## config.mk

```make
export PLATFORM = sky130hd
export DESIGN_NAME = ordered_pointer_list
export DESIGN_NICKNAME = d
export VERILOG_FILES = /design/src/rtl/opl_pkg.sv /design/src/rtl/opl_ram.sv /design/src/rtl/opl_seq.sv /design/src/rtl/ordered_pointer_list.sv
export SDC_FILE = /design/constraint.sdc
export NUM_CORES = 1
export LEC_CHECK = 0
export BUFFER_PORTS_ARGS = -buffer_cell sky130_fd_sc_hd__buf_2
export CORE_ASPECT_RATIO = 1.1
export CORE_MARGIN = 2
export CORE_UTILIZATION = 40
export CTS_CLUSTER_DIAMETER = 40
export CTS_CLUSTER_SIZE = 8
export DETAILED_ROUTE_END_ITERATION = 6
export SYNTH_ARGS = -nofsm -noshare
export SYNTH_HDL_FRONTEND = slang
export SYNTH_SLANG_ARGS = --single-unit
```

## constraint.sdc

```tcl
create_clock -name i_clk -period 14.6 [get_ports i_clk]
set_input_delay 1.46 -clock i_clk [delete_from_list [all_inputs] [get_ports i_clk]]
set_output_delay 1.46 -clock i_clk [all_outputs]
set_load 0.005 [all_outputs]
```

## src/rtl/opl_pkg.sv

```systemverilog
`timescale 1ns / 1ps
`default_nettype none
// ----------------------------------------------------------------------------
// opl_pkg
// shared sizes, opcode and status codes, result record and narrowing helpers
// for the ordered pointer list
// ----------------------------------------------------------------------------
package opl_pkg;

    localparam int CAPACITY = 16;
    localparam int AW       = $clog2(CAPACITY);
    localparam int CW       = $clog2(CAPACITY + 1);
    localparam int DATA_W   = 64;

    localparam logic [2:0] OP_APPEND       = 3'd0;
    localparam logic [2:0] OP_FIND         = 3'd1;
    localparam logic [2:0] OP_READ         = 3'd2;
    localparam logic [2:0] OP_REMOVE_VALUE = 3'd3;
    localparam logic [2:0] OP_REMOVE_AT    = 3'd4;

    localparam logic [1:0] ST_OK      = 2'd0;
    localparam logic [1:0] ST_FULL    = 2'd1;
    localparam logic [1:0] ST_RANGE   = 2'd2;
    localparam logic [1:0] ST_MISSING = 2'd3;

    typedef struct packed {
        logic [1:0]        status;
        logic [3:0]        found_index;
        logic [DATA_W-1:0] read_value;
        logic [4:0]        entry_count;
    } t_res;

    // index modulo 16
    function automatic logic [3:0] to_idx4(input logic [CW-1:0] c);
        logic [CW+3:0] t;
        t = {4'b0000, c};
        return t[3:0];
    endfunction

    // count modulo 32
    function automatic logic [4:0] to_cnt5(input logic [CW-1:0] c);
        logic [CW+4:0] t;
        t = {5'b00000, c};
        return t[4:0];
    endfunction

    // entry address from a count-wide index
    function automatic logic [AW-1:0] to_addr(input logic [CW-1:0] c);
        return c[AW-1:0];
    endfunction

endpackage
`default_nettype wire

```

## src/rtl/opl_ram.sv

```systemverilog
`timescale 1ns / 1ps
`default_nettype none
// ----------------------------------------------------------------------------
// opl_ram
// generic single write port, single read port ram with registered read data
// ----------------------------------------------------------------------------
module opl_ram #(
    parameter int WIDTH = 64,
    parameter int DEPTH = 16
) (
    input  wire logic                     i_clk,
    input  wire logic                     i_we,
    input  wire logic [$clog2(DEPTH)-1:0] i_waddr,
    input  wire logic [WIDTH-1:0]         i_wdata,
    input  wire logic [$clog2(DEPTH)-1:0] i_raddr,
    output logic      [WIDTH-1:0]         o_rdata
);

    logic [WIDTH-1:0] r_mem [DEPTH];

    always_ff @(posedge i_clk) begin
        if (i_we) begin
            r_mem[i_waddr] <= i_wdata;
        end
        o_rdata <= r_mem[i_raddr];
    end

endmodule
`default_nettype wire

```

## src/rtl/opl_seq.sv

```systemverilog
`timescale 1ns / 1ps
`default_nettype none
// ----------------------------------------------------------------------------
// opl_seq
// request sequencer: decodes one request, walks the entry ram for search and
// gap closing, keeps the entry count and builds the result record
// ----------------------------------------------------------------------------
module opl_seq (
    input  wire logic                       i_clk,
    input  wire logic                       i_rst_n,
    input  wire logic                       i_valid,
    output logic                            o_ready,
    input  wire logic [2:0]                 i_opcode,
    input  wire logic [opl_pkg::DATA_W-1:0] i_value,
    input  wire logic [3:0]                 i_position,
    output logic                            o_res_valid,
    input  wire logic                       i_res_ready,
    output opl_pkg::t_res                   o_res,
    output logic                            o_we,
    output logic [opl_pkg::AW-1:0]          o_waddr,
    output logic [opl_pkg::DATA_W-1:0]      o_wdata,
    output logic [opl_pkg::AW-1:0]          o_raddr,
    input  wire logic [opl_pkg::DATA_W-1:0] i_rdata
);

    localparam int CW = opl_pkg::CW;

    localparam logic [2:0] S_IDLE   = 3'd0;
    localparam logic [2:0] S_SCAN   = 3'd1;
    localparam logic [2:0] S_RDWAIT = 3'd2;
    localparam logic [2:0] S_SHIFT  = 3'd3;
    localparam logic [2:0] S_DONE   = 3'd4;

    logic [2:0]                 r_state, n_state;
    logic [CW-1:0]              r_count, n_count;
    logic [CW-1:0]              r_ptr, n_ptr;
    logic [CW-1:0]              r_idx, n_idx;
    logic [1:0]                 r_status, n_status;
    logic [opl_pkg::DATA_W-1:0] r_rdval, n_rdval;
    logic [opl_pkg::DATA_W-1:0] r_val, n_val;
    logic [2:0]                 r_op, n_op;

    logic [CW-1:0] w_ptr_p1;
    logic [CW-1:0] w_ptr_p2;
    logic [CW+3:0] w_pos_ext;
    logic          w_pos_ok;
    logic [CW-1:0] w_pos;
    logic [CW-1:0] w_pos_p1;
    logic          w_full;

    assign w_ptr_p1  = r_ptr + CW'(1);
    assign w_ptr_p2  = r_ptr + CW'(2);
    assign w_pos_ext = {{CW{1'b0}}, i_position};
    assign w_pos_ok  = w_pos_ext < {4'b0000, r_count};
    // only used when in range, so the low bits hold the whole position
    assign w_pos     = w_pos_ext[CW-1:0];
    assign w_pos_p1  = w_pos + CW'(1);
    assign w_full    = r_count == CW'(opl_pkg::CAPACITY);

    assign o_ready     = r_state == S_IDLE;
    assign o_res_valid = r_state == S_DONE;
    assign o_res.status      = r_status;
    assign o_res.found_index = opl_pkg::to_idx4(r_idx);
    assign o_res.read_value  = r_rdval;
    assign o_res.entry_count = opl_pkg::to_cnt5(r_count);

    always_comb begin
        n_state  = r_state;
        n_count  = r_count;
        n_ptr    = r_ptr;
        n_idx    = r_idx;
        n_status = r_status;
        n_rdval  = r_rdval;
        n_val    = r_val;
        n_op     = r_op;
        o_we     = 1'b0;
        o_waddr  = opl_pkg::to_addr(r_ptr);
        o_wdata  = i_rdata;
        o_raddr  = opl_pkg::to_addr(w_ptr_p1);
        unique case (r_state)
            S_IDLE: begin
                if (i_valid) begin
                    n_val    = i_value;
                    n_op     = i_opcode;
                    n_status = opl_pkg::ST_OK;
                    n_idx    = '0;
                    n_rdval  = '0;
                    n_state  = S_DONE;
                    unique case (i_opcode) inside
                        opl_pkg::OP_APPEND: begin
                            if (w_full) begin
                                n_status = opl_pkg::ST_FULL;
                            end else begin
                                o_we    = 1'b1;
                                o_waddr = opl_pkg::to_addr(r_count);
                                o_wdata = i_value;
                                n_idx   = r_count;
                                n_count = r_count + CW'(1);
                            end
                        end
                        opl_pkg::OP_FIND, opl_pkg::OP_REMOVE_VALUE: begin
                            if (r_count == '0) begin
                                n_status = opl_pkg::ST_MISSING;
                            end else begin
                                o_raddr = '0;
                                n_ptr   = '0;
                                n_state = S_SCAN;
                            end
                        end
                        opl_pkg::OP_READ: begin
                            if (!w_pos_ok) begin
                                n_status = opl_pkg::ST_RANGE;
                            end else begin
                                o_raddr = opl_pkg::to_addr(w_pos);
                                n_state = S_RDWAIT;
                            end
                        end
                        opl_pkg::OP_REMOVE_AT: begin
                            if (!w_pos_ok) begin
                                n_status = opl_pkg::ST_RANGE;
                            end else if (w_pos_p1 == r_count) begin
                                // last entry: nothing to close up
                                n_count = r_count - CW'(1);
                            end else begin
                                o_raddr = opl_pkg::to_addr(w_pos_p1);
                                n_ptr   = w_pos;
                                n_state = S_SHIFT;
                            end
                        end
                        default: begin
                        end
                    endcase
                end
            end
            S_SCAN: begin
                // read data belongs to r_ptr, next address already issued
                if (i_rdata == r_val) begin
                    n_idx = r_ptr;
                    if (r_op == opl_pkg::OP_FIND) begin
                        n_state = S_DONE;
                    end else if (w_ptr_p1 == r_count) begin
                        n_count = r_count - CW'(1);
                        n_state = S_DONE;
                    end else begin
                        n_state = S_SHIFT;
                    end
                end else if (w_ptr_p1 == r_count) begin
                    n_status = opl_pkg::ST_MISSING;
                    n_state  = S_DONE;
                end else begin
                    n_ptr = w_ptr_p1;
                end
            end
            S_RDWAIT: begin
                n_rdval = i_rdata;
                n_state = S_DONE;
            end
            S_SHIFT: begin
                // entry r_ptr+1 arrives, write it one place down
                o_we    = 1'b1;
                o_waddr = opl_pkg::to_addr(r_ptr);
                o_wdata = i_rdata;
                o_raddr = opl_pkg::to_addr(w_ptr_p2);
                if (w_ptr_p2 == r_count) begin
                    n_count = r_count - CW'(1);
                    n_state = S_DONE;
                end else begin
                    n_ptr = w_ptr_p1;
                end
            end
            S_DONE: begin
                if (i_res_ready) begin
                    n_state = S_IDLE;
                end
            end
            default: begin
                n_state = S_IDLE;
            end
        endcase
    end

    always_ff @(posedge i_clk) begin
        if (!i_rst_n) begin
            r_state <= S_IDLE;
            r_count <= '0;
        end else begin
            r_state <= n_state;
            r_count <= n_count;
        end
    end

    always_ff @(posedge i_clk) begin
        r_ptr    <= n_ptr;
        r_idx    <= n_idx;
        r_status <= n_status;
        r_rdval  <= n_rdval;
        r_val    <= n_val;
        r_op     <= n_op;
    end

    a_count_bound: assert property (@(posedge i_clk) disable iff (!i_rst_n)
        r_count <= CW'(opl_pkg::CAPACITY))
        else $error("entry count beyond capacity");

    a_count_step: assert property (@(posedge i_clk) disable iff (!i_rst_n)
        ($past(i_rst_n) && r_count != $past(r_count)) |->
        (r_count == $past(r_count) + CW'(1) || $past(r_count) == r_count + CW'(1)))
        else $error("entry count moved by more than one");

    a_shift_in_list: assert property (@(posedge i_clk) disable iff (!i_rst_n)
        (r_state == S_SHIFT) |-> (w_ptr_p1 < r_count))
        else $error("gap closing outside the list");

    a_scan_in_list: assert property (@(posedge i_clk) disable iff (!i_rst_n)
        (r_state == S_SCAN) |-> (r_ptr < r_count))
        else $error("search beyond last entry");

endmodule
`default_nettype wire

```

## src/rtl/ordered_pointer_list.sv

```systemverilog
`timescale 1ns / 1ps
`default_nettype none
// append, rejected and unknown requests pass from the sequencer's done state to
// the output register; read waits on the ram, find scans from index 0 to a hit
// or the last entry; removes close the gap (count-1-index entries), one write each
// one request in flight; the next input transfer is taken the cycle after the
// result moves into the output register, even while that register is stalled
// reset clears the count and the handshake state; entry ram is not cleared
// ----------------------------------------------------------------------------
// ordered_pointer_list
// ordered list of 64-bit values with linear search, read, append and removal
// with gap closing, held in one synchronous ram
// ----------------------------------------------------------------------------
module ordered_pointer_list (
    input  wire logic                       i_clk,
    input  wire logic                       i_rst_n,
    input  wire logic                       i_valid,
    output logic                            o_ready,
    input  wire logic [2:0]                 i_opcode,
    input  wire logic [opl_pkg::DATA_W-1:0] i_value,
    input  wire logic [3:0]                 i_position,
    output logic                            o_valid,
    input  wire logic                       i_ready,
    output logic [1:0]                      o_status,
    output logic [3:0]                      o_found_index,
    output logic [opl_pkg::DATA_W-1:0]      o_read_value,
    output logic [4:0]                      o_entry_count
);

    // sequencer to output register
    opl_pkg::t_res w_res;
    logic          w_res_valid;
    logic          w_res_ready;

    // entry ram ports
    logic                       w_we;
    logic [opl_pkg::AW-1:0]     w_waddr;
    logic [opl_pkg::DATA_W-1:0] w_wdata;
    logic [opl_pkg::AW-1:0]     w_raddr;
    logic [opl_pkg::DATA_W-1:0] w_rdata;

    // output register, parts the sequencer from the result consumer
    logic          r_out_valid;
    opl_pkg::t_res r_out;

    opl_seq u_seq (
        .i_clk       (i_clk),
        .i_rst_n     (i_rst_n),
        .i_valid     (i_valid),
        .o_ready     (o_ready),
        .i_opcode    (i_opcode),
        .i_value     (i_value),
        .i_position  (i_position),
        .o_res_valid (w_res_valid),
        .i_res_ready (w_res_ready),
        .o_res       (w_res),
        .o_we        (w_we),
        .o_waddr     (w_waddr),
        .o_wdata     (w_wdata),
        .o_raddr     (w_raddr),
        .i_rdata     (w_rdata)
    );

    opl_ram #(
        .WIDTH (opl_pkg::DATA_W),
        .DEPTH (opl_pkg::CAPACITY)
    ) u_entries (
        .i_clk   (i_clk),
        .i_we    (w_we),
        .i_waddr (w_waddr),
        .i_wdata (w_wdata),
        .i_raddr (w_raddr),
        .o_rdata (w_rdata)
    );

    // room when empty or when the held result leaves this cycle
    assign w_res_ready = !r_out_valid || i_ready;

    always_ff @(posedge i_clk) begin
        if (!i_rst_n) begin
            r_out_valid <= 1'b0;
        end else if (w_res_ready) begin
            r_out_valid <= w_res_valid;
        end
    end

    // result payload, no reset needed
    always_ff @(posedge i_clk) begin
        if (w_res_ready && w_res_valid) begin
            r_out <= w_res;
        end
    end

    assign o_valid       = r_out_valid;
    assign o_status      = r_out.status;
    assign o_found_index = r_out.found_index;
    assign o_read_value  = r_out.read_value;
    assign o_entry_count = r_out.entry_count;

endmodule
`default_nettype wire
```

==> results.py, run 1 <==
metrics = {
    "run_status": {
        "outcome": "complete, no violations",
    },
    "timing": {
        "skew_ps": 32.55,
        "setup_viol": 0,
        "period_share": 0.4092,
        "period_needed_ps": 5974,
        "tns_ps": 0,
        "hold_viol": 0,
        "worstMarginPinSlew_ps": 1147,
        "fmax_mhz": 167.4,
        "slew_viol_final": 0,
        "rsz0062_at_grt": "false",
        "slew_headroom": 0.2332,
    },
    "die": {
        "boundaryPins": 152,
        "coreArea_um2": 127000,
        "start_util": 0.4039,
        "die_h_um": 379.6,
        "rows": 137,
        "die_area_um2": 131100,
        "die_w_um": 345.5,
    },
    "worst_hold_path": {
        "holdPathStages": 0,
        "hold_path_end": "o_read_value[27]$_DFFE_PP_",
        "hold_class": "register to register",
        "hp-start": "u_seq.r_rdval[27]$_SDFFCE_PN0P_",
    },
    "yosys": {
        "ys.flop_type": "edfxtp_1",
        "ys_types": 55,
        "synth-seq-area-share": 0.7549,
        "synth.cell_area_um2": 51300,
        "ys_seq_elements": 1314,
        "synthesis.nets": 2964,
        "synth.avg_cell_area_um2": 17.81,
        "ys_warn_count": 0,
        "synth-edff-count": 1241,
        "async_reset_ff_frac": 0,
        "syn-instance-count": 2880,
    },
    "placement": {
        "gp_congestion": 0.8403,
        "dp.final_hpwl_mm": 71.91,
        "port_buffers": 151,
    },
    "routing": {
        "num_vias": 27020,
        "drc": 0,
        "vias_per_cell": 5.467,
        "wirelength_mm": 132.5,
        "drt_iter0_markers": 2662,
        "wl_per_cell_um": 26.80,
        "ant_nets": 0,
        "first_pass_iters": 6,
    },
    "clocking": {
        "htree_levels": 4,
        "cts_root_buf": "clkbuf_16",
        "cts_tree": "built",
        "post-cts-setup-buffers": 0,
        "cts_resized": 0,
        "clock_sinks": 1314,
        "clk_path_buf_depth": 3,
        "cts-buffers-inserted": 193,
        "cts_hold_buf": 0,
        "clk_pin_slew_worst_paths_ps": 50,
        "clock_latency_ps": 790,
    },
    "grt": {
        "grt_usage": 0.1990,
        "overflow": 0,
        "antenna_found_initial": 11,
        "grt_pass1_vias": 27400,
        "grt_first_pass_wirelength_mm": 190.3,
        "grt_max_degree": 139,
    },
    "power": {
        "vdd_drop_max_mv": 0.1169,
        "powerDensity_nw_per_um2": 179.7,
        "leakage_uw": 0.02023,
        "p_total_uw": 10750,
    },
    "layout": {
        "final_core_util": 0.4710,
        "drive_gt1_frac": 0.2178,
        "fillers": 10640,
        "syn2layout_area_growth_pct": 16.60,
        "layout.nets": 3213,
    },
    "critical_path": {
        "r2r-end": "u_entries.r_mem[6][10]$_DFFE_PP_",
        "start_kind": "register",
        "reg2reg_slack_ps": 8630,
        "crit_required_ps": 15000,
        "cp-end-kind": "register",
        "crit_path_max_fanout": 50,
        "path_class": "register to register",
        "r2r_cells": 10,
        "timing.rr.start": "u_seq.r_count[1]$_SDFFE_PN0P_",
        "worstPathArrival_ps": 6370,
    },
    "flow_run": {
        "max_cap_viol_count": 0,
    },
}
worst max-delay path by stage:
stage,from,to,slack (ps)
floorplan,i_valid,u_entries.r_mem[12][0]$_DFFE_PP_,7300
global placement,i_opcode[0],u_entries.r_mem[6][29]$_DFFE_PP_,8090
detailed placement,i_opcode[0],u_entries.r_mem[6][19]$_DFFE_PP_,7990
CTS,u_seq.r_state[2]$_SDFFE_PN0P_,u_entries.r_mem[6][35]$_DFFE_PP_,8620
global route,u_seq.r_state[2]$_SDFFE_PN0P_,u_entries.r_mem[6][35]$_DFFE_PP_,8350
finish,u_seq.r_count[1]$_SDFFE_PN0P_,u_entries.r_mem[6][10]$_DFFE_PP_,8630
metrics by stage:
| step | setup WS [ps] | hold WS [ps] | area [um^2] | instances |
|---|---|---|---|---|
| finish | 8626 | 412.7 | 59820 | 4943 |
| global placement | 8094 | 403.1 | 53990 | 4602 |
| CTS | 8617 | 409.2 | 59810 | 4941 |
| global route | 8348 | 412.9 | 59810 | 4941 |
| floorplan | 7300 | 400.3 | 51300 | 2880 |
| detailed placement | 7986 | 404.5 | 53990 | 4602 |
layer usage:
| layer | vias up | wire [um] | track usage |
|---|---|---|---|
| li1 | 11840 | - | - |
| met1 | 14080 | 59350 | 0.2764 |
| met2 | 900 | 62110 | 0.3175 |
| met3 | 201 | 7711 | 0.03617 |
| met4 | 2 | 3274 | 0.06417 |
| met5 | - | 11 | 0 |
layout by cell type (no fill, tap or decap), drive strengths merged, types with 7 or more instances in the layout:
cell | Yosys | final
a21oi | 12 | 12
nor2 | 42 | 42
xnor2 | 79 | 79
and2 | 70 | 70
clkinv | 1 | 11
a31oi | 7 | 7
xor2 | 7 | 7
dfxtp | 73 | 73
nand3 | 15 | 15
nor3 | 67 | 67
a32o | 63 | 63
o21ai | 16 | 16
ha | 9 | 9
and3 | 8 | 8
mux2i | 459 | 459
clkbuf | 52 | 311
edfxtp | 1241 | 1241
nand2b | 8 | 8
o22ai | 129 | 129
buf | 93 | 199
mux2 | 191 | 191
nand4 | 20 | 20
inv | 15 | 22
nand2 | 147 | 147
worst max-delay path, cell delays in order (launching register included):
cell and delay [ps]:
dfxtp_1 700, inv_1 260, ha_1 270, and3_1 260, a21oi_1 310, and2_4 480
buf_4 870, mux2i_1 270, or2_2 440, nor2_4 880, buf_4 750
area by class of cell:
| type | count | area (um^2) | share of cell area |
|---|---|---|---|
| Clock buffer | 311 | 5439 | 0.09092 |
| Antenna cell | 2 | 5.005 | 0.00008366 |
| Inverter | 16 | 62.56 | 0.001046 |
| Tap cell | 1668 | 2087 | 0.03489 |
| Sequential cell | 1314 | 38730 | 0.6474 |
| Timing Repair Buffer | 199 | 1154 | 0.01928 |
| Multi-Input combinational cell | 1405 | 11960 | 0.1999 |
| Clock inverter | 28 | 387.9 | 0.006484 |
flip-flops by register name (all words and copies together), names as in the netlist, 4 cells and up:
register and count:
u_seq.r_count 5, o_read_value 64, u_seq.r_val 64, u_seq.r_rdval 64
u_seq.r_ptr 5, u_seq.r_idx 4, o_entry_count 5, o_found_index 4
u_entries.o_rdata 64, u_entries.r_mem 1024
cells by family (layout without fill, tap and decap cells):
| family | Yosys count | in the layout | share of synthesized area |
|---|---|---|---|
| simple gates | 402 | 402 | 0.04393 |
| other cells | 0 | 2 | 0 |
| buf+inv | 161 | 554 | 0.01600 |
| flops | 1314 | 1314 | 0.7549 |
| fa+ha+maj | 9 | 9 | 0.002195 |
| mux | 650 | 650 | 0.1315 |
| compound gates | 258 | 258 | 0.03683 |
| xor+xnor | 86 | 86 | 0.01468 |
power by group:
part / switching, uW / internal (uW)
registers: 164 / 4720
clock network: 1570 / 2620
logic: 1130 / 541
cell usage after synthesis, types with 3 or more instances:
cell type,number,area (um^2)
buf_6,8,90.09
a32o_1,63,630.6
o21ai_0,15,75.07
buf_1,6,22.52
nand2_1,147,551.8
nand3_1,14,70.07
mux2i_1,459,4594
a31oi_1,7,43.79
and2_1,70,437.9
nor4_1,5,31.28
o22ai_1,129,807.0
o31ai_1,4,30.03
inv_1,13,48.80
nor2_1,42,157.7
clkbuf_1,52,195.2
nand4_1,20,125.1
nand2b_1,8,50.05
mux2_2,191,2151
a21oi_1,12,60.06
buf_2,56,280.3
a211oi_1,3,22.52
a21boi_0,5,37.54
nor3_1,8,40.04
buf_4,23,172.7
edfxtp_1,1241,37270
xor2_1,7,61.31
or3_1,5,31.28
xnor2_1,79,691.9
dfxtp_1,73,1461
o2111ai_1,6,52.55
nor3_2,59,590.6
and3_1,8,50.05
or2_2,3,18.77
nor2b_1,5,31.28
ha_1,9,112.6
Power figures use the tool's default switching activity.
==> inputs of run 2 (changes only) <==
==> constraint.sdc (replaced) <==
create_clock -name i_clk -period 5.7 [get_ports i_clk]
set_input_delay 0.57 -clock i_clk [delete_from_list [all_inputs] [get_ports i_clk]]
set_output_delay 0.57 -clock i_clk [all_outputs]
set_load 0.005 [all_outputs]
==> run 2 against run 1 <==
Global-route usage decreased by 0.35 points. Critical endpoint is now u_entries.o_rdata[22]$_DFF_P_. Hold slack got worse by 370 ps. Largest power group unchanged. Clock power increased by 150%. Combinational power increased to 2.5 times the previous value. Clock skew decreased by 6.7 ps. First-iteration DRC count decreased by 5.3%. Largest cell class unchanged.
==> results.py, run 2 (synthesis results as in run 1) <==
metrics = {
    "layout": {
        "antenna_cells": 0,
        "layout_common_cells": "edfxtp_1, mux2i_1, clkbuf_16",
        "syn2layout_area_growth_pct": 17.95,
        "layout.nets": 3267,
        "drive_gt1_frac": 0.2171,
        "final_core_util": 0.4764,
        "largest-register": "u_entries.r_mem",
        "largest_register_ffs": 1024,
        "final_common_cell": "edfxtp_1",
    },
    "timing": {
        "rsz0062_at_grt": "false",
        "skew_ps": 25.85,
        "slew_headroom": 0.2640,
        "whs_ps": 45.51,
        "period_share": 0.7948,
        "worstMarginPinSlew_ps": 1104,
        "fmax_mhz": 220.7,
        "setup_viol": 0,
        "slew_viol_final": 0,
        "period_needed_ps": 4531,
        "hold_viol": 0,
    },
    "clocking": {
        "clock_latency_ps": 780,
        "clk_pin_slew_worst_paths_ps": 50,
        "clock_sinks": 1314,
        "cts-buffers-inserted": 191,
        "post-cts-setup-buffers": 0,
        "clk_path_buf_depth": 3,
        "cts_tree": "built",
        "htree_levels": 4,
        "cts_root_buf": "clkbuf_16",
    },
    "routing": {
        "vias_per_cell": 5.420,
        "first_pass_iters": 5,
        "ant_nets": 0,
        "wirelength_mm": 130.3,
        "wl_per_cell_um": 26.14,
        "num_vias": 27010,
        "drt_iter0_markers": 2520,
        "drc": 0,
    },
    "critical_path": {
        "worstPathArrival_ps": 5180,
        "cp-end-kind": "register",
        "crit_path_max_fanout": 50,
        "path_class": "register to register",
        "start_kind": "register",
        "crit_required_ps": 6350,
        "r2r_cells": 12,
    },
    "grt": {
        "grt_pass1_vias": 26960,
        "antenna_found_initial": 5,
        "use_met3": 0.04263,
        "grt_busiest_layer": "met2",
        "grt_max_degree": 84,
        "met2_usage": 0.3238,
        "grt_usage": 0.1955,
        "grt_first_pass_wirelength_mm": 186.1,
        "grt_use_met1": 0.2583,
        "overflow": 0,
    },
    "power": {
        "powerDensity_nw_per_um2": 448.2,
        "leakage_uw": 0.02048,
        "vdd_drop_max_mv": 0.2756,
    },
    "die": {
        "boundaryPins": 152,
        "coreArea_um2": 127000,
        "die_h_um": 379.6,
        "die_w_um": 345.5,
        "start_util": 0.4039,
        "die_area_um2": 131100,
        "rows": 137,
    },
    "worst_hold_path": {
        "holdPathStages": 1,
        "hold_class": "primary input to register",
    },
    "placement": {
        "port_buffers": 151,
        "dp.final_hpwl_mm": 71.37,
        "gp_congestion": 0.8596,
    },
    "flow_run": {
        "max_cap_viol_count": 0,
    },
    "run_status": {
        "outcome": "complete, no violations",
    },
}
[run 2: final cells by class]
type                            count  area (um^2)
Timing Repair Buffer              255         2074
Tap cell                         1668         2087
Fill cell                       10600        66510
Clock buffer                      301         5276
Sequential cell                  1314        38730
Multi-Input combinational cell   1405        11960
Inverter                           16        62.56
Clock inverter                     25        322.8
[run 2: metal layers]
layer | vias up | routed length [um]
met5 | - | 13
met4 | 2 | 2672
met3 | 192 | 8465
met2 | 910 | 63360
met1 | 13950 | 55790
li1 | 11960 | -
[run 2: worst max-delay path: stages, from the launching register on]
cell,delay [ps]
dfxtp_1,430
clkinv_1,300
ha_1,400
a21oi_1,130
nor2_1,100
o21ai_1,230
a21boi_0,520
a31oi_1,170
o22ai_1,650
nor3b_2,330
buf_4,770
a32o_1,260
nor3_2,50
[run 2: where the power goes]
| part | internal, uW | switching, uW |
|---|---|---|
| Clock | 6420 | 3970 |
| Combinational | 1430 | 2810 |
| Sequential | 12100 | 406 |
[run 2: repair_timing]
item / CTS / global route
resized for setup: 0 / 0
endpoints found under the hold margin: 40 / 0
hold buffers: 40 / 0
[run 2: per-stage QoR]
stage | power, uW | instances | instance area [um^2] | setup TNS, ps | setup WS, ps
3_3_place_gp | 16850 | 4618 | 54510 | 0 | 1402
5_1_grt | 28060 | 4984 | 60510 | 0 | 936.3
6_report | 27120 | 4984 | 60510 | 0 | 1169
3_5_place_dp | 16900 | 4618 | 54510 | 0 | 1278
2_1_floorplan | 15250 | 2880 | 51390 | -109450 | -267.6
4_1_cts | 27340 | 4984 | 60510 | 0 | 1270
[run 2: worst paths after layout]
check | startpoint | slack [ps] | end
hold reg to reg | u_seq.r_idx[3]$_DFFE_PP_ | 400 | o_found_index[3]$_DFFE_PP_
setup / recovery | u_seq.r_count[3]$_SDFFE_PN0P_ | 1170 | u_entries.o_rdata[22]$_DFF_P_
setup reg to reg | u_seq.r_count[3]$_SDFFE_PN0P_ | 1170 | u_entries.o_rdata[22]$_DFF_P_
hold / removal | i_value[54] | 50 | u_seq.r_val[54]$_DFFE_PP_
==> inputs of run 3 (changes only) <==
==> constraint.sdc (replaced) <==
create_clock -name i_clk -period 4.3 [get_ports i_clk]
set_input_delay 0.43 -clock i_clk [delete_from_list [all_inputs] [get_ports i_clk]]
set_output_delay 0.43 -clock i_clk [all_outputs]
set_load 0.005 [all_outputs]
==> run 3 against run 2 <==
Wire length up 3.0%. Power up 36%. Critical endpoint is now u_entries.o_rdata[42]$_DFF_P_. First-iteration DRC count up 0.36%. Die area unchanged. Via count up 1.8%. Clock-buffer cell count up 14. Sequential cell count unchanged. Largest cell class unchanged. Hold slack better by 24 ps. Sequential share of layout area down 1.6 points. Non-clock buffer count up 92. Sequential power up 33%. Design area up 2.5%.
==> results.py, run 3 (synthesis results as in run 1) <==
metrics = {
    "timing": {
        "hold_viol": 0,
        "period_needed_ps": 3711,
        "slew_headroom": 0.2725,
        "setup_ws_ps": 588.6,
        "worstMarginPinSlew_ps": 1091,
        "tns_ps": 0,
        "setup_viol": 0,
        "fmax_mhz": 269.4,
        "skew_ps": 29.00,
        "rsz0062_at_grt": "false",
        "period_share": 0.8631,
        "slew_viol_final": 0,
    },
    "placement": {
        "dp_slack_ps": 467.2,
        "gp_congestion": 0.8624,
        "port_buffers": 151,
        "place_inst": 4682,
        "dp.final_hpwl_mm": 77.19,
    },
    "routing": {
        "vias_per_cell": 5.387,
        "wirelength_mm": 134.2,
        "num_vias": 27500,
        "drt_iter0_markers": 2529,
        "wl_per_cell_um": 26.29,
        "drc": 0,
        "ant_nets": 0,
        "first_pass_iters": 7,
    },
    "critical_path": {
        "crit_path_max_fanout": 24,
        "path_cells": "ha_1 -> nor2b_1 -> o2111a_1 -> o21ai_1 -> a21boi_0 -> buf_4 -> nand3_1 -> a221oi_4 -> buf_12 -> buf_4 -> mux2i_1 -> o22ai_1 -> nor3_2",
        "cp_slowest_cell": "dfxtp_1",
        "crit_top_cell": "buf_4",
        "start_kind": "register",
        "worstPathArrival_ps": 4420,
        "crit_required_ps": 5010,
        "cp-end-kind": "register",
        "path_class": "register to register",
        "max_stage_delay_ps": 630,
    },
    "power": {
        "p_total_uw": 36760,
        "powerDensity_nw_per_um2": 592.6,
        "vdd_drop_max_mv": 0.3609,
        "leakage_uw": 0.02118,
    },
    "die": {
        "coreArea_um2": 127000,
        "die_w_um": 345.5,
        "rows": 137,
        "boundaryPins": 152,
        "die_h_um": 379.6,
        "die_area_um2": 131100,
        "start_util": 0.4039,
    },
    "layout": {
        "multi_input_area_um2": 11980,
        "final_common_cell": "edfxtp_1",
        "largest-register": "u_entries.r_mem",
        "syn2layout_area_growth_pct": 20.92,
        "fillers": 10500,
        "regArea_um2": 38730,
        "post_layout_nonfiller_instances": 5104,
        "largest_register_ffs": 1024,
        "layout.nets": 3362,
        "layout_common_cells": "edfxtp_1, mux2i_1, clkbuf_16",
        "drive_gt1_frac": 0.2343,
        "final_core_util": 0.4884,
    },
    "clocking": {
        "htree_levels": 4,
        "clk_pin_slew_worst_paths_ps": 50,
        "clock_latency_ps": 800,
        "cts_tree": "built",
        "clk_path_buf_depth": 3,
        "cts_hold_buf": 68,
        "cts-buffers-inserted": 194,
        "cts_resized": 0,
        "clock_sinks": 1314,
        "cts_root_buf": "clkbuf_16",
        "post-cts-setup-buffers": 0,
    },
    "grt": {
        "antenna_found_initial": 7,
        "overflow": 0,
        "grt_usage": 0.2016,
        "grt_max_degree": 67,
        "grt_first_pass_wirelength_mm": 192.1,
        "grt_pass1_vias": 27480,
    },
    "worst_hold_path": {
        "hold_class": "primary input to register",
    },
    "run_status": {
        "outcome": "complete, no violations",
    },
    "flow_run": {
        "max_cap_viol_count": 0,
    },
}
==> run 3: cell types whose count changed in the layout (fill, tap and decap cells not counted), sizes merged <==
cell         change
bufinv           +1
clkinv           +9
inv              -1
dlygate4sd3     +28
diode            +4
clkbuf          +14
buf             +64
clkinvlp         +1
==> run 3: through the flow <==
step	hold slack (ps)	instance area, um^2
floorplan	400.3	51460
global placement	403.9	55500
detailed placement	406.6	55500
CTS	5.432	62030
global route	49.60	62030
finish	69.45	62040
==> run 3: path summary, 6_finish.rpt <==
| check | slack, ps | depth (start not counted) | endpoint | from |
|---|---|---|---|---|
| worst min-delay path | 70 | 3 | u_seq.r_ptr[0]$_DFFE_PP_ | i_position[0] |
| worst min register to register | 420 | 0 | o_read_value[20]$_DFFE_PP_ | u_seq.r_rdval[20]$_SDFFCE_PN0P_ |
| worst max register to register | 590 | 13 | u_entries.o_rdata[42]$_DFF_P_ | u_seq.r_count[0]$_SDFFE_PN0P_ |
| worst max-delay path | 590 | 13 | u_entries.o_rdata[42]$_DFF_P_ | u_seq.r_count[0]$_SDFFE_PN0P_ |
==> run 3: routing by layer <==
metal  part of all wire  global-route usage  vias up  wire (um)
li1                   -                   -    12170          -
met1               0.43              0.2734    14160      57830
met2               0.48              0.3301      974      64900
met3              0.065             0.04199      186       8741
met4              0.020             0.05450        8       2679
met5            0.00042                   0        -         57
==> run 3: layout make-up <==
type | instances | area share
antenna | 4 | 0.0001614
clock inverter | 35 | 0.007422
sequential | 1314 | 0.6243
clock buffer | 315 | 0.08673
timing repair buffer | 347 | 0.05357
inverter | 16 | 0.001029
multi-input combinational | 1405 | 0.1932
tap | 1668 | 0.03364
==> run 3: worst max-delay path, delay by kind of cell (launching register included) <==
kind            cells  cell delay (ps)
compound gates      5             1190
mux                 1              320
fa+ha+maj           1              240
flops               1              630
simple gates        3              340
buf+inv             3              880
==> run 3: power breakdown <==
part           switching, uW  internal [uW]  total (uW)
Clock                   5460           8750       14200
Combinational           3890           2060        5940
Sequential               597          16000       16600
